## src/rtl/i2cm_pkg.sv

```systemverilog
// Shared types and constants for the I2C master register model.
package i2cm_pkg;

    localparam logic [11:0] OFS_CLKLO = 12'h000;
    localparam logic [11:0] OFS_CLKHI = 12'h004;
    localparam logic [11:0] OFS_CTRL  = 12'h008;
    localparam logic [11:0] OFS_TXRX  = 12'h00C;
    localparam logic [11:0] OFS_CMDST = 12'h010;

    localparam logic FUNC_READ  = 1'b0;
    localparam logic FUNC_WRITE = 1'b1;

    localparam int CTRL_EN_BIT  = 7;
    localparam int CTRL_IEN_BIT = 6;
    localparam int CTRL_EN_IDX  = 1;
    localparam int CTRL_IEN_IDX = 0;

    localparam int CMD_STA_BIT  = 7;
    localparam int CMD_STO_BIT  = 6;
    localparam int CMD_RD_BIT   = 5;
    localparam int CMD_WR_BIT   = 4;
    localparam int CMD_IACK_BIT = 0;

    localparam int ST_ACK_BIT = 7;
    localparam int ST_BSY_BIT = 6;
    localparam int ST_IF_BIT  = 0;

    typedef struct packed {
        logic       func;
        logic [11:0] reg_offset;
        logic [7:0] wdata;
        logic       dev_present;
        logic       wr_accept;
        logic       rd_accept;
        logic [7:0] dev_rdata;
    } in_item_t;

    typedef struct packed {
        logic [7:0] rdata;
        logic       irq_pulse;
        logic [6:0] dev_addr;
        logic       req_start;
        logic       dir_write;
        logic       req_write;
        logic [7:0] tx_data;
        logic       req_read;
        logic       req_stop;
    } out_item_t;

    typedef struct packed {
        logic valid;
        logic advance;
    } stage_ctl_t;

endpackage

```

## src/rtl/i2cm_regfile.sv

```systemverilog
// Register file and command decode: one access per cycle, state updated on advance.
module i2cm_regfile
(
    input  logic                clk,
    input  logic                rst_n,
    input  i2cm_pkg::stage_ctl_t ctl,
    input  i2cm_pkg::in_item_t  item,
    output i2cm_pkg::out_item_t result
);

    logic [15:0] prescale_reg;
    logic [15:0] prescale_next;
    logic [1:0]  ctrl_reg;
    logic [1:0]  ctrl_next;
    logic [7:0]  status_reg;
    logic [7:0]  status_next;
    logic [7:0]  tx_hold_reg;
    logic [7:0]  tx_hold_next;
    logic [7:0]  rx_hold_reg;
    logic [7:0]  rx_hold_next;
    logic [6:0]  slave_sel_reg;
    logic [6:0]  slave_sel_next;
    logic        sel_none_reg;
    logic        sel_none_next;
    logic        fire;
    i2cm_pkg::out_item_t res;

    assign fire = ctl.valid & ctl.advance;

    always_comb
    begin
        prescale_next  = prescale_reg;
        ctrl_next      = ctrl_reg;
        status_next    = status_reg;
        tx_hold_next   = tx_hold_reg;
        rx_hold_next   = rx_hold_reg;
        slave_sel_next = slave_sel_reg;
        sel_none_next  = sel_none_reg;
        res            = '0;

        if (item.func == i2cm_pkg::FUNC_READ)
        begin
            unique case (item.reg_offset)
                i2cm_pkg::OFS_CLKLO: res.rdata = prescale_reg[7:0];
                i2cm_pkg::OFS_CLKHI: res.rdata = prescale_reg[15:8];
                i2cm_pkg::OFS_CTRL:  res.rdata = {ctrl_reg, 6'b0};
                i2cm_pkg::OFS_TXRX:  res.rdata = rx_hold_reg;
                i2cm_pkg::OFS_CMDST: res.rdata = status_reg;
                default:             res.rdata = 8'h00;
            endcase
        end
        else
        begin
            unique case (item.reg_offset)
                i2cm_pkg::OFS_CLKLO: prescale_next[7:0]  = item.wdata;
                i2cm_pkg::OFS_CLKHI: prescale_next[15:8] = item.wdata;
                i2cm_pkg::OFS_CTRL:
                begin
                    ctrl_next = {item.wdata[i2cm_pkg::CTRL_EN_BIT],
                                 item.wdata[i2cm_pkg::CTRL_IEN_BIT]};
                end
                i2cm_pkg::OFS_TXRX:  tx_hold_next = item.wdata;
                i2cm_pkg::OFS_CMDST:
                begin
                    status_next[i2cm_pkg::ST_ACK_BIT] = 1'b1;
                    if (item.wdata[i2cm_pkg::CMD_IACK_BIT])
                    begin
                        status_next[i2cm_pkg::ST_IF_BIT] = 1'b0;
                    end
                    if (item.wdata[i2cm_pkg::CMD_STA_BIT])
                    begin
                        sel_none_next                     = 1'b1;
                        status_next[i2cm_pkg::ST_BSY_BIT] = 1'b1;
                    end
                    if (item.wdata[i2cm_pkg::CMD_WR_BIT])
                    begin
                        if (sel_none_next)
                        begin
                            slave_sel_next = tx_hold_reg[7:1];
                            sel_none_next  = 1'b0;
                            if (item.dev_present)
                            begin
                                res.req_start = 1'b1;
                                res.dir_write = ~tx_hold_reg[0];
                                if (item.wr_accept)
                                begin
                                    status_next[i2cm_pkg::ST_ACK_BIT] = 1'b0;
                                end
                            end
                        end
                        else if (item.dev_present)
                        begin
                            res.req_write = 1'b1;
                            res.tx_data   = tx_hold_reg;
                            if (item.wr_accept)
                            begin
                                status_next[i2cm_pkg::ST_ACK_BIT] = 1'b0;
                            end
                        end
                        status_next[i2cm_pkg::ST_IF_BIT] = 1'b1;
                        res.irq_pulse = res.irq_pulse | ctrl_reg[i2cm_pkg::CTRL_IEN_IDX];
                    end
                    if (item.wdata[i2cm_pkg::CMD_RD_BIT])
                    begin
                        if (!sel_none_next && item.dev_present)
                        begin
                            res.req_read = 1'b1;
                            rx_hold_next = item.dev_rdata;
                            if (item.rd_accept)
                            begin
                                status_next[i2cm_pkg::ST_ACK_BIT] = 1'b0;
                            end
                        end
                        status_next[i2cm_pkg::ST_IF_BIT] = 1'b1;
                        res.irq_pulse = res.irq_pulse | ctrl_reg[i2cm_pkg::CTRL_IEN_IDX];
                    end
                    if (item.wdata[i2cm_pkg::CMD_STO_BIT])
                    begin
                        if (!sel_none_next && item.dev_present)
                        begin
                            res.req_stop = 1'b1;
                        end
                        sel_none_next                     = 1'b1;
                        status_next[i2cm_pkg::ST_BSY_BIT] = 1'b0;
                        status_next[i2cm_pkg::ST_IF_BIT]  = 1'b1;
                        res.irq_pulse = res.irq_pulse | ctrl_reg[i2cm_pkg::CTRL_IEN_IDX];
                    end
                    if (res.req_start | res.req_write | res.req_read | res.req_stop)
                    begin
                        res.dev_addr = slave_sel_next;
                    end
                end
                default:
                begin
                end
            endcase
        end
    end

    always_ff @(posedge clk or negedge rst_n)
    begin
        if (!rst_n)
        begin
            prescale_reg  <= '0;
            ctrl_reg      <= '0;
            status_reg    <= '0;
            tx_hold_reg   <= '0;
            rx_hold_reg   <= '0;
            slave_sel_reg <= '0;
            sel_none_reg  <= 1'b0;
        end
        else if (fire)
        begin
            prescale_reg  <= prescale_next;
            ctrl_reg      <= ctrl_next;
            status_reg    <= status_next;
            tx_hold_reg   <= tx_hold_next;
            rx_hold_reg   <= rx_hold_next;
            slave_sel_reg <= slave_sel_next;
            sel_none_reg  <= sel_none_next;
        end
    end

    assign result = res;

    a_start_write_excl: assert property (@(posedge clk) disable iff (!rst_n)
        fire |-> !(res.req_start && res.req_write))
        else $error("start and data write issued together");

    a_dir_needs_start: assert property (@(posedge clk) disable iff (!rst_n)
        fire && res.dir_write |-> res.req_start)
        else $error("direction set without start request");

    a_irq_needs_ien: assert property (@(posedge clk) disable iff (!rst_n)
        fire && res.irq_pulse |-> ctrl_reg[i2cm_pkg::CTRL_IEN_IDX])
        else $error("interrupt pulse with interrupts disabled");

    a_status_unused_zero: assert property (@(posedge clk) disable iff (!rst_n)
        status_reg[5:1] == 5'b0)
        else $error("unused status bits set");

    a_irq_sets_if: assert property (@(posedge clk) disable iff (!rst_n)
        fire && res.irq_pulse |=> status_reg[i2cm_pkg::ST_IF_BIT])
        else $error("interrupt raised without IF");

endmodule

```

## config.mk

```make
export PLATFORM = sky130hd
export DESIGN_NAME = i2cm_regfile
export DESIGN_NICKNAME = d
export VERILOG_FILES = /design/src/rtl/i2cm_pkg.sv /design/src/rtl/i2cm_regfile.sv
export SDC_FILE = /design/constraint.sdc
export NUM_CORES = 1
export LEC_CHECK = 0
export BUFFER_PORTS_ARGS = -buffer_cell sky130_fd_sc_hd__buf_2
export CAP_MARGIN = 30
export CORE_ASPECT_RATIO = 2
export CORE_MARGIN = 2
export CORE_UTILIZATION = 55
export DETAILED_ROUTE_END_ITERATION = 6
export GPL_TIMING_DRIVEN = 0
export PLACE_DENSITY = 0.83
export REMOVE_ABC_BUFFERS = 1
export SLEW_MARGIN = 20
export SYNTH_ARGS = -nofsm -noshare
export SYNTH_HDL_FRONTEND = slang
export SYNTH_SLANG_ARGS = --single-unit
```

## constraint.sdc

```tcl
create_clock -name clk -period 2.5 [get_ports clk]
set_input_delay 0.375 -clock clk [delete_from_list [all_inputs] [get_ports clk]]
set_output_delay 0.375 -clock clk [all_outputs]
set_load 0.01 [all_outputs]
```

=== After elaboration in Yosys (flattened, before gate mapping) ===
Index checks and enable logic that the tools add are counted.

* Register bits: 45
* Input bits: 36
* Output and inout bits: 29
* Word-level logic and storage cells: 81

* Eq/ne operators: 4
* Multiplexer cells: 47
* Bitwise gates (word level): 7
* Reductions and logical operators: 13

{| class="wikitable"
|+ Operators with widths
! operator !! count
|-
| $mux W21 || 2
|-
| $pmux W8 S5 || 1
|-
| $mux W1 || 33
|-
| $mux W11 || 3
|-
| $eq A12 B4 Y1 const B || 2
|-
| $mux W7 || 3
|-
| $mux W9 || 2
|-
| $reduce_and A3 Y1 || 5
|-
| $eq A12 B3 Y1 const B || 1
|-
| $eq A12 B5 Y1 const B || 1
|-
| $logic_not A12 Y1 || 1
|-
| $mux W8 || 1
|-
| $reduce_and A4 Y1 || 2
|-
| $or A1 B1 Y1 || 5
|-
| $reduce_and A5 Y1 || 1
|-
| $mux W2 || 2
|-
| $reduce_bool A4 Y1 || 1
|-
| $reduce_bool A2 Y1 || 1
|-
| $and A1 B1 Y1 || 1
|-
| $logic_and A1 B1 Y1 || 1
|-
| $logic_not A1 Y1 || 1
|-
| $not A1 Y1 || 1
|}

=== Longest topological paths before layout ===
Gate-level depths: netlist of run 1.

* Word-level depth: 17
* Mapped depth: 6

=== Worst setup path after synthesis of run 1 ===
Ideal clock, no wire load.

* Path type: input to output
* Start point: input port item[28] (netlist bit)
* End point: output port result[11] (netlist bit)
* Arrival time: 1.565 ns
* Setup slack: 0.560 ns
* Cell stages on the path: 4
* Path buffers: 0
* Cell sequence: nor4_4 nand3_2 or2_2 nor3_1

{| class="wikitable"
|+ RTL lines
! what !! RTL line !! text
|-
| start, declared || i2cm_regfile.sv:7 || <nowiki>input i2cm_pkg::in_item_t item,</nowiki>
|-
| end, declared || i2cm_regfile.sv:8 || <nowiki>output i2cm_pkg::out_item_t result</nowiki>
|}

==> results of run 1 <==
[cell usage after synthesis, types with 5 or more instances]
cell type | number | share of area (%)
dfrtp_1 | 45 | 46
mux2_2 | 33 | 15
nand2_1 | 16 | 2.5
a21oi_1 | 13 | 2.7
and2_1 | 9 | 2.3
nor2_1 | 9 | 1.4
mux2_4 | 8 | 5.0
clkbuf_1 | 5 | 0.77
mux2i_1 | 5 | 2.1
nand3_1 | 5 | 1.0
o21ai_0 | 5 | 1.0
o2bb2ai_1 | 5 | 1.8
[power groups by stage]
stage / Sequential (mW) / Clock (mW) / Combinational, mW
2_1_floorplan: 0.743 / 0 / 0.0278
3_3_place_gp: 0.743 / 0 / 0.0988
3_5_place_dp: 0.743 / 0 / 0.101
4_1_cts: 0.728 / 0.558 / 0.101
5_1_grt: 0.728 / 0.590 / 0.118
6_report: 0.728 / 0.543 / 0.106
[how the worst max path moves through the flow]
stage | startpoint | to | slack (ns) | cells after the start
after floorplan | item[28] | result[11] | 0.56 | 4
after global placement | item[28] | result[26] | 0.15 | 6
after detailed placement | item[22] | result[4] | 0.11 | 6
after CTS | item[22] | result[4] | 0.11 | 6
after global routing | sel_none_reg$_DFFE_PN0P_ | result[13] | 0.006 | 5
final | item[28] | result[22] | 0.16 | 6
[per-stage QoR]
step	utilization, %	hold slack [ns]	instance area (sq um)	worst slack [ns]
after detailed placement	64.6	0.495	2780	0.105
final	68.0	0.270	2920	0.156
after global placement	64.6	0.488	2780	0.152
after floorplan	-	0.0794	2390	0.560
after global routing	68.0	0.266	2920	0.00560
after CTS	67.2	0.254	2890	0.109
[routing by layer]
metal	vias to the layer above	GRT usage (%)	part of all wire, %
met5	-	0	0
met4	0	9.56	2.1
met3	12	4.59	3.1
met2	50	44.8	58
met1	956	26.6	37
li1	896	-	-
[final cells by class]
class	instances	area [sq um]	area share [%]
inverter	4	15.0	0.514
timing repair buffer	66	350	12.0
multi-input combinational	153	1250	42.9
clock inverter	2	38.8	1.33
clock buffer	6	72.6	2.48
tap	54	67.6	2.31
sequential	45	1130	38.5
[critical path: stages]
cell	delay [ns]
buf_2	0.11
nor4_4	0.41
and2_0	0.34
nand4b_1	0.30
o2bb2ai_1	0.27
buf_2	0.16
[timing repair]
action / in CTS / in global routing
gates resized for setup: 0 / 1
hold buffers: 0 / 1
setup endpoints to repair: 0 / 8
endpoints found under the hold margin: 0 / 9
[cell families (layout without fill, tap and decap cells)]
kind of cell | count (synthesis) | count (layout)
AND/OR/NAND/NOR | 69 | 69
multiplexers | 46 | 46
flip-flops | 45 | 45
AO/OA/AOI/OAI | 38 | 38
buffers and inverters | 12 | 78
[cell usage in the layout (no fill, tap or decap), types with 2 or more instances in the layout]
cell type,count
a21o_1,2
a21oi_1,13
a22o_1,4
a32oi_1,3
and2_1,9
and4_1,3
buf_2,64
clkbuf_8,5
dfrtp_1,45
inv_1,4
mux2_2,33
mux2_4,8
mux2i_1,5
nand2_1,16
nand3_1,5
nand4_1,2
nor2_1,9
nor2b_1,3
nor3_1,2
nor3_2,3
nor3_4,3
nor4_4,2
o21ai_0,5
o2bb2ai_1,5
or2_2,2
or3_1,2
==> summary.md, run 1 <==
## Global route
* GRT overflow: 0
* first-pass GRT wire length: 9170 um
* via count of the first global-routing pass: 1909
* pin count of the biggest net entering global routing: 46
* total track usage: 24.5%
* initial antenna violation count: 0

## CTS
* clock transition time at the flip-flop clock pins of the worst setup and hold paths: 0.08 ns
* clock net sink count: 45
* clock tree from TritonCTS: done
* Root Buffer: clkbuf_8
* number of buffers added for setup after CTS: 0
* clock buffers created by TritonCTS: 5
* worst skew pair latency: 0.30 ns
* buffer levels on the longest clock path: 2
* CTS H-Tree Depth: 2

## Power and ir drop
* internal power: 1.07 mW
* Clock Power Share: 39.4%
* total power divided by cell area: 471 mW/mm^2
* Sw Pwr: 0.312 mW
* proportion of total power due to net switching: 22.7%
* combinational power share: 7.7%
* part of the power in registers: 52.9%
* total power after layout: 1.38 mW
* Static Leakage: 1.48 nW
* worst IR drop on VDD: 0.407 mV

## Die
* horizontal die dimension: 51.0 um
* IO Pins: 65
* standard cell core area: 0.00430 sq mm
* Die Span Y: 97.9 um
* floorplan row count: 34
* Die ar.: 0.00499 sq mm
* starting utilization of the core area: 56.5%

## STA
* highest attainable clock frequency: 0.427 GHz
* actual slew at the worst max-slew pin: 0.831 ns
* Hold Fails Final Rpt: 0
* clock tree skew after final layout: 0.00761 ns
* Min Clock Period, post-route: 2.34 ns
* max-slew violation total from the final report: 0
* setup repair after global routing missed its margin: no
* TNS Setup: 0 ns
* setup-violating endpoint count in the final report: 0
* final critical-path share of the clock period: 93.8%
* Slew headroom: 44.2%

## Setup path
* startpoint of the most critical register-to-register path: sel_none_reg$_DFFE_PN0P_
* data required time at the worst endpoint: 2.12 ns
* Critical R2R Capture: rx_hold_reg[3]$_DFFE_PN0P_
* startpoint type of the worst setup path: primary input
* reg-to-reg setup timing slack: 0.60 ns
* highest net fanout along the worst path: 6
* worst reg-to-reg path cell count: 4
* category of the worst setup path capture point: output port
* Worst Path Arrival: 1.97 ns
* type of the worst setup path: in -> out

## Logic synthesis
* Yosys reg bits: 45
* post-synthesis average cell area: 11.6 sq um
* Adder-Cell Fraction of Synth Area: 0%
* portion of netlist area occupied by mux cells: 22.3%
* fraction of synthesized cell area in xor and xnor cells: 0%
* basic-gate share of the synthesized area counting and, or, nand and nor cells: 18.6%
* compound-gate portion of the synthesized area: 10.5%
* sequential element share of the synthesized area: 46.4%
* Cell variety after synth: 42
* share of flip-flops with an asynchronous set or reset: 100%
* post-synthesis cell area: 0.00243 sq mm
* main flop type after synthesis: dfrtp_1
* number of flops mapped to enable cells by yosys: 0
* Gate Count Post-Synth: 210
* count of yosys warnings during synthesis: 0
* dominant combinational cell family by area after synthesis: multiplexers

## Final layout
* filler-free cell count of the finished design: 330
* synthesis-to-layout area growth: 20.5%
* layout cells sized above 1: 45.7%
* fillcell total: 342
* max FFs per register: 16
* antenna diode count: 0
* Final nets: 311

## Route
* detailed-route wire length: 5560 um
* detail-routed net length per standard cell: 16.9 um
* detail-routed via count per cell: 5.80
* drc violations: 0
* detailed-router iteration count before antenna repair: 4
* number of vias after detailed routing: 1914
* DRT iter0 DRCs: 57
* post-detailed-route count of antenna-violating nets: 0

## Placed design
* Placed Instances: 320
* Port Buffer Count: 64
* half-perimeter wire length after placement: 4220 um
* weighted congestion reported at the end of routability-driven placement: 0.860

## Min path
* hold wc startpoint: item[10]
* kind of path behind the tightest hold check: in -> reg
* hold path depth: 2
* Hold Path Sink: status_reg[7]$_DFFE_PN0P_

## Job
* Maximum Capacitance Violations: 0

## Status
* status: complete, no violations

Power figures use the tool's default switching activity.
==> run 2: changes to the inputs <==
--- a/config.mk
+++ b/config.mk
@@ -5,14 +5,16 @@
 export SDC_FILE = /design/constraint.sdc
 export NUM_CORES = 1
 export LEC_CHECK = 0
-export BUFFER_PORTS_ARGS = -buffer_cell sky130_fd_sc_hd__buf_2
 export CAP_MARGIN = 30
+export CELL_PAD_IN_SITES_DETAIL_PLACEMENT = 2
+export CELL_PAD_IN_SITES_GLOBAL_PLACEMENT = 2
 export CORE_ASPECT_RATIO = 2
 export CORE_MARGIN = 2
-export CORE_UTILIZATION = 55
+export CORE_UTILIZATION = 43
 export DETAILED_ROUTE_END_ITERATION = 6
+export DONT_BUFFER_PORTS = 1
 export GPL_TIMING_DRIVEN = 0
-export PLACE_DENSITY = 0.83
+export PLACE_DENSITY_LB_ADDON = 0.1
 export REMOVE_ABC_BUFFERS = 1
 export SLEW_MARGIN = 20
 export SYNTH_ARGS = -nofsm -noshare
==> constraint.sdc (replaced) <==
create_clock -name clk -period 2.5 [get_ports clk]
set_input_delay 0.125 -clock clk [delete_from_list [all_inputs] [get_ports clk]]
set_output_delay 0.125 -clock clk [all_outputs]
set_load 0.01 [all_outputs]
==> run 2 against run 1 <==
Effect of this change:
- via count shrank 7.3%
- flip-flop and latch count is the same
- largest power group unchanged
- critical path depth shrank 2
- sequential share of layout area grew 2.3 points
- maximum frequency grew 15%
- critical endpoint is now result[8]
- die area grew 26%
==> summary.md, run 2 (same netlist as run 1, synthesis figures left out) <==
## Status
* status: complete, no violations

## Setup path
* category of the worst setup path capture point: output port
* cells along the critical path: nor2_1 -> nand2_1 -> nor3_2 -> and2_1
* startpoint type of the worst setup path: flip-flop
* Worst Path Buf+Inv: 0, -2
* type of the worst setup path: reg -> out
* cell family with the largest share of critical-path delay: simple AND/OR/NAND/NOR gates
* highest net fanout along the worst path: 9, +3
* crit-path max cell delay: 0.50 ns, +0.09 ns
* data required time at the worst endpoint: 2.38 ns, +0.26 ns
* Critical-path top delay cell: nor3_2
* Worst Path Arrival: 1.91 ns, -0.06 ns

## Route
* drc violations: 0, unchanged
* number of vias after detailed routing: 1774, -7.3%
* post-detailed-route count of antenna-violating nets: 0, unchanged
* detailed-router iteration count before antenna repair: 4, unchanged
* DRT iter0 DRCs: 35, -39%
* detailed-route wire length: 7150 um, +28%
* detail-routed net length per standard cell: 24.7 um, +47%
* detail-routed via count per cell: 6.14, +5.8%

## CTS
* number of buffers added for setup after CTS: 0, unchanged
* worst skew pair latency: 0.30 ns, about the same
* clock tree from TritonCTS: done
* clock transition time at the flip-flop clock pins of the worst setup and hold paths: 0.08 ns, about the same
* buffer levels on the longest clock path: 2, unchanged
* CTS H-Tree Depth: 2, unchanged
* Root Buffer: clkbuf_8
* clock net sink count: 45, unchanged
* clock buffers created by TritonCTS: 5, unchanged

## Final layout
* antenna diode count: 0, unchanged
* synthesis-to-layout area growth: 13.7%
* footprint of the multi-input gates: 0.00125 sq mm, -0.50%
* Final nets: 264, -15%
* top library cells by usage in the layout, fill and taps aside: 45 x dfrtp_1, 33 x mux2_2, 18 x dlygate4sd3_1, 16 x nand2_1, 13 x a21oi_1
* layout cells sized above 1: 27.1%, -19 points
* area taken by flip-flops and latches: 0.00113 sq mm, unchanged
* filler-free cell count of the finished design: 289, -12%
* commonest non-fill, non-tap cell in the layout: dfrtp_1
* max FFs per register: 16, unchanged
* fillcell total: 550, +61%

## STA
* setup-violating endpoint count in the final report: 0, unchanged
* setup repair after global routing missed its margin: no
* Hold Fails Final Rpt: 0, unchanged
* Slew headroom: 42.2%, -2.1 points
* final critical-path share of the clock period: 81.5%, -12 points
* actual slew at the worst max-slew pin: 0.863 ns, +0.0318 ns
* TNS Setup: 0 ns, unchanged
* highest attainable clock frequency: 0.491 GHz, +15%
* Min Clock Period, post-route: 2.04 ns, -0.307 ns
* clock tree skew after final layout: 0.00496 ns, -0.00264 ns
* max-slew violation total from the final report: 0, unchanged

## Job
* Maximum Capacitance Violations: 0, unchanged

## Power and ir drop
* total power divided by cell area: 455 mW/mm^2, -3.4%
* combinational power share: 6.7%, -1.0 points
* Static Leakage: 1.23 nW, -17%
* Clock Power Share: 35.2%, -4.2 points
* part of the power in registers: 58.0%, +5.1 points
* proportion of total power due to net switching: 23.3%, +0.66 points
* worst IR drop on VDD: 0.474 mV, +17%
* Sw Pwr: 0.293 mW, -6.2%
* internal power: 0.963 mW, -9.6%

## Die
* Die Span Y: 110 um, +13%
* horizontal die dimension: 57.1 um, +12%
* starting utilization of the core area: 44.8%, -12 points
* Die ar.: 0.00630 sq mm, +26%
* standard cell core area: 0.00542 sq mm, +26%
* floorplan row count: 38, +12%
* IO Pins: 65, unchanged

## Placed design
* weighted congestion reported at the end of routability-driven placement: 0.833, -3.1%
* Placed Instances: 262, -18%
* half-perimeter wire length after placement: 5160 um, +22%
* Port Buffer Count: 0, -100%

## Global route
* initial antenna violation count: 0, unchanged
* total track usage: 25.0%, +0.52 points
* first-pass GRT wire length: 11700 um, +27%
* via count of the first global-routing pass: 2111, +11%
* pin count of the biggest net entering global routing: 46, unchanged
* GRT overflow: 0, unchanged

## Min path
* kind of path behind the tightest hold check: in -> reg

-- run 2: cell types whose count changed in the layout (fill, tap and decap cells not counted), sizes merged --
cell	change
buf	-64
dlygate4sd3	+17
clkinvlp	+2
bufinv	-1
clkinv	-1
-- run 2: per-layer routing --
| layer | vias to the layer above | global-route usage, % | routed length [um] |
|---|---|---|---|
| li1 | 806 | - | - |
| met1 | 913 | 25.9 | 2470 |
| met2 | 46 | 49.3 | 4320 |
| met3 | 9 | 4.08 | 257 |
| met4 | 0 | 8.14 | 102 |
| met5 | - | 0 | 0 |
-- run 2: per-stage QoR --
stage	cell area (sq um)	setup WS (ns)	power [mW]	util (%)	hold slack (ns)
floorplan	2390	0.874	0.771	-	-0.171
global placement	2460	0.589	0.776	45.4	-0.169
detailed placement	2460	0.513	0.778	45.4	-0.169
CTS	2760	0.380	1.28	50.9	0.00990
global route	2760	0.304	1.31	50.9	0.0175
finish	2760	0.463	1.26	50.9	0.0181
-- run 2: final cells by class --
type | count | share of cell area (%)
clock buffer | 6 | 2.63
clock inverter | 2 | 0.544
inverter | 4 | 0.544
multi-input combinational | 153 | 45.2
sequential | 45 | 40.8
tap | 60 | 2.72
timing repair buffer | 19 | 7.53
-- run 2: repair_timing --
action | CTS | global route
resized for setup | 0 | 0
endpoints found under the hold margin | 82 | 0
hold buffers | 19 | 0
-- run 2: path summary, 6_finish.rpt --
kind / end / slack (ns) / cells after the start / from
worst max register to register: rx_hold_reg[6]$_DFFE_PN0P_ / 0.54 / 4 / sel_none_reg$_DFFE_PN0P_
worst max-delay path: result[8] / 0.46 / 4 / sel_none_reg$_DFFE_PN0P_
worst min register to register: slave_sel_reg[3]$_DFFE_PN0P_ / 0.52 / 1 / slave_sel_reg[3]$_DFFE_PN0P_
min in group asynchronous: rx_hold_reg[1]$_DFFE_PN0P_ / 0.36 / 2 / rst_n
max in group asynchronous: ctrl_reg[1]$_DFFE_PN0P_ / 1.93 / 2 / rst_n
worst min-delay path: status_reg[6]$_DFFE_PN0P_ / 0.02 / 2 / item[18]
-- run 2: power groups by stage --
stage,clock network (mW),registers (mW),logic [mW]
final,0.442,0.728,0.0847
after detailed placement,0,0.743,0.0352
after global placement,0,0.743,0.0334
after global routing,0.492,0.729,0.0936
after floorplan,0,0.743,0.0278
after CTS,0.466,0.728,0.0854
==> run 3: changes to the inputs <==
--- a/config.mk
+++ b/config.mk
@@ -5,12 +5,13 @@
 export SDC_FILE = /design/constraint.sdc
 export NUM_CORES = 1
 export LEC_CHECK = 0
+export ABC_AREA = 1
 export CAP_MARGIN = 30
 export CELL_PAD_IN_SITES_DETAIL_PLACEMENT = 2
 export CELL_PAD_IN_SITES_GLOBAL_PLACEMENT = 2
 export CORE_ASPECT_RATIO = 2
 export CORE_MARGIN = 2
-export CORE_UTILIZATION = 43
+export CORE_UTILIZATION = 32
 export DETAILED_ROUTE_END_ITERATION = 6
 export DONT_BUFFER_PORTS = 1
 export GPL_TIMING_DRIVEN = 0
==> constraint.sdc (replaced) <==
create_clock -name clk -period 1.8 [get_ports clk]
set_input_delay 0.09 -clock clk [delete_from_list [all_inputs] [get_ports clk]]
set_output_delay 0.09 -clock clk [all_outputs]
set_load 0.01 [all_outputs]
==> run 3 against run 2 <==
Effect of this change:
- final cell count increased by 53%
- core utilization decreased by 12 points
- global-route usage decreased by 4.9 points
- non-clock buffer count decreased by 1
- combinational power increased by 72%
- flip-flop and latch count unchanged
- register-to-register slack got worse by 0.30 ns
==> summary.md, run 3 <==
## STA
* Slew headroom: 61.0%, +19 points
* highest attainable clock frequency: 0.587 GHz
* actual slew at the worst max-slew pin: 0.585 ns, -0.278 ns
* PnR worst setup slack: 0.0965 ns, -0.366 ns
* setup-violating endpoint count in the final report: 0, unchanged
* TNS Setup: 0 ns, unchanged
* max-slew violation total from the final report: 0, unchanged
* clock tree skew after final layout: 0.00801 ns, +0.00304 ns
* final critical-path share of the clock period: 94.6%
* setup repair after global routing missed its margin: yes
* Min Clock Period, post-route: 1.70 ns
* Hold Fails Final Rpt: 0, unchanged

## Min path
* hold path depth: 2, unchanged
* Hold Path Sink: sel_none_reg$_DFFE_PN0P_
* kind of path behind the tightest hold check: in -> reg
* hold wc startpoint: item[17]

## CTS
* clock tree from TritonCTS: done
* worst skew pair latency: 0.29 ns, about the same
* clock buffers created by TritonCTS: 5, unchanged
* clock transition time at the flip-flop clock pins of the worst setup and hold paths: 0.07 ns, about the same
* clock net sink count: 45, unchanged
* Root Buffer: clkbuf_16
* CTS H-Tree Depth: 2, unchanged
* buffer levels on the longest clock path: 2, unchanged

## Power and ir drop
* worst IR drop on VDD: 0.666 mV, +40%
* proportion of total power due to net switching: 23.4%, +0.085 points
* Static Leakage: 1.35 nW, +10%
* Sw Pwr: 0.503 mW, +72%
* internal power: 1.65 mW, +71%
* total power divided by cell area: 706 mW/mm^2, +55%
* combinational power share: 6.8%, about the same
* part of the power in registers: 47.1%, -11 points
* Clock Power Share: 46.1%, +11 points

## Placed design
* Placed Instances: 415, +58%
* area post-placement: 0.00261 sq mm, +5.8%
* weighted congestion reported at the end of routability-driven placement: 0.798, -4.2%
* half-perimeter wire length after placement: 5720 um, +11%
* Port Buffer Count: 0, unchanged
* setup slack after placement: -0.211 ns, -0.723 ns

## Die
* horizontal die dimension: 67.1 um, +17%
* Die Span Y: 130 um, +18%
* standard cell core area: 0.00783 sq mm, +44%
* IO Pins: 65, unchanged
* Die ar.: 0.00874 sq mm, +39%
* starting utilization of the core area: 32.6%, -12 points
* floorplan row count: 46, +21%

## Route
* detailed-router iteration count before antenna repair: 6, +2
* drc violations: 0, unchanged
* detailed-route wire length: 8200 um, +15%
* post-detailed-route count of antenna-violating nets: 0, unchanged
* number of vias after detailed routing: 2315, +30%
* detail-routed via count per cell: 5.24, -15%
* DRT iter0 DRCs: 92, +160%
* detail-routed net length per standard cell: 18.5 um, -25%

## Setup path
* worst reg-to-reg path cell count: 9, +5
* Critical R2R Capture: rx_hold_reg[6]$_DFFE_PN0P_
* type of the worst setup path: reg -> out
* highest net fanout along the worst path: 7, -2
* category of the worst setup path capture point: output port
* startpoint of the most critical register-to-register path: sel_none_reg$_DFFE_PN0P_
* startpoint type of the worst setup path: flip-flop
* reg-to-reg setup timing slack: 0.24 ns, -0.30 ns
* Worst Path Arrival: 1.61 ns, -0.30 ns
* data required time at the worst endpoint: 1.71 ns, -0.67 ns

## Logic synthesis
* top cells by instance count after synthesis: 79 x nand2_1, 45 x dfrtp_1, 36 x nand3_1
* Cell variety after synth: 29, -31%
* number of flops mapped to enable cells by yosys: 0, unchanged
* most frequent cell after synthesis: nand2_1
* main flop type after synthesis: dfrtp_1
* post-synthesis cell area: 0.00255 sq mm, +5.1%
* count of yosys warnings during synthesis: 0, unchanged
* share of flip-flops with an asynchronous set or reset: 100%, unchanged
* cell type contributing the most total cell area after synthesis: dfrtp_1
* Yosys reg bits: 45, unchanged
* Synth area leaders: dfrtp_1 44%, nand2_1 12%, nand3_1 7.1%
* Gate Count Post-Synth: 329, +57%
* sequential element share of the synthesized area: 44.2%, -2.2 points
* post-synthesis average cell area: 7.75 sq um, -33%
* top-area cell type share of the netlist area: 44.2%, -2.2 points

## Final layout
* top library cells by usage in the layout, fill and taps aside: 75 x nand2_1, 45 x dfrtp_1, 36 x nand3_1, 32 x inv_1, 29 x nor2_1
* max FFs per register: 16, unchanged
* antenna diode count: 0, unchanged
* Post-Layout Inst Area: 0.00305 sq mm, +11%
* synthesis-to-layout area growth: 19.6%
* layout cells sized above 1: 18.2%, -8.9 points
* Final nets: 381, +44%
* filler-free cell count of the finished design: 442, +53%
* post-route core utilization: 38.9%, -12 points
* commonest non-fill, non-tap cell in the layout: nand2_1

## Global route
* via count of the first global-routing pass: 2482, +18%
* initial antenna violation count: 0, unchanged
* pin count of the biggest net entering global routing: 46, unchanged
* GRT overflow: 0, unchanged
* first-pass GRT wire length: 13000 um, +11%
* total track usage: 20.1%, -4.9 points

## Status
* status: complete, no violations

## Job
* Maximum Capacitance Violations: 0, unchanged

run 3: cell types whose count changed in the layout (fill, tap and decap cells not counted), sizes merged, moves of 6 or more:
cell / previous run / this run
nand2: 16 / 83
mux2: 41 / 0
o21ai: 6 / 40
inv: 4 / 36
nand3: 6 / 38
nor2: 10 / 38
and2: 10 / 1
a21oi: 13 / 20
dlygate4sd3: 18 / 12
run 3: critical path, cell delays in order, from the launching register on:
cell and delay, ns:
dfrtp_1 0.40, inv_2 0.09, nand2_4 0.07, nand2_1 0.08, nand2_2 0.10, nor2_4 0.16
o21ai_4 0.08, buf_12 0.16, a21oi_2 0.18
run 3: layer usage:
| layer | track usage, % | vias up | part of all wire (%) |
|---|---|---|---|
| li1 | - | 1102 | - |
| met1 | 23.2 | 1166 | 39 |
| met2 | 36.7 | 39 | 56 |
| met3 | 3.79 | 8 | 2.8 |
| met4 | 5.76 | 0 | 1.8 |
| met5 | 0 | - | 0 |
run 3: how the worst max path moves through the flow:
stage	from	end	slack, ns	depth (start not counted)
after floorplan	sel_none_reg$_DFFE_PN0P_	result[13]	0.27	7
after global placement	sel_none_reg$_DFFE_PN0P_	result[14]	-0.16	7
after detailed placement	sel_none_reg$_DFFE_PN0P_	rx_hold_reg[5]$_DFFE_PN0P_	-0.21	8
after CTS	sel_none_reg$_DFFE_PN0P_	result[14]	0.002	8
after global routing	sel_none_reg$_DFFE_PN0P_	result[13]	0.004	8
final	sel_none_reg$_DFFE_PN0P_	result[18]	0.1	8
run 3: kinds of logic (layout without fill, tap and decap cells):
logic type | count (synthesis) | after routing | share of synthesized area [%]
DFF | 45 | 45 | 44.2
and+or+nand+nor | 175 | 176 | 34.0
AOI/OAI and AO/OA | 63 | 63 | 14.0
buffers and inverters | 46 | 62 | 7.81
run 3: area by class of cell:
class,instances,area (sq um)
Fill cell,927,4780
Clock inverter,1,5.00
Clock buffer,7,153
Sequential cell,45,1130
Timing Repair Buffer,18,198
Tap cell,96,120
Inverter,36,135
Multi-Input combinational cell,239,1310
run 3: repair_timing:
action                     in CTS  in global routing
setup endpoints to repair      24                 25
setup buffers                   2                  3
pin swaps                       2                  2
hold endpoints to repair       56                  0
hold buffers                   13                  0
resized for setup              13                  6
cloned                          0                  1
run 3: per-stage QoR:
step / hold slack, ns / power [mW]
after global routing: 0.0401 / 2.23
final: 0.0167 / 2.15
after global placement: -0.203 / 1.11
after detailed placement: -0.204 / 1.12
after CTS: 0.0205 / 2.17
after floorplan: -0.206 / 1.09
run 3: power by group through the flow:
stage / sequential (mW) / combinational [mW] / clock, mW
after floorplan: 1.03 / 0.0631 / 0
after global placement: 1.03 / 0.0832 / 0
after detailed placement: 1.03 / 0.0866 / 0
after CTS: 1.01 / 0.143 / 1.02
after global routing: 1.01 / 0.162 / 1.06
final: 1.01 / 0.146 / 0.992
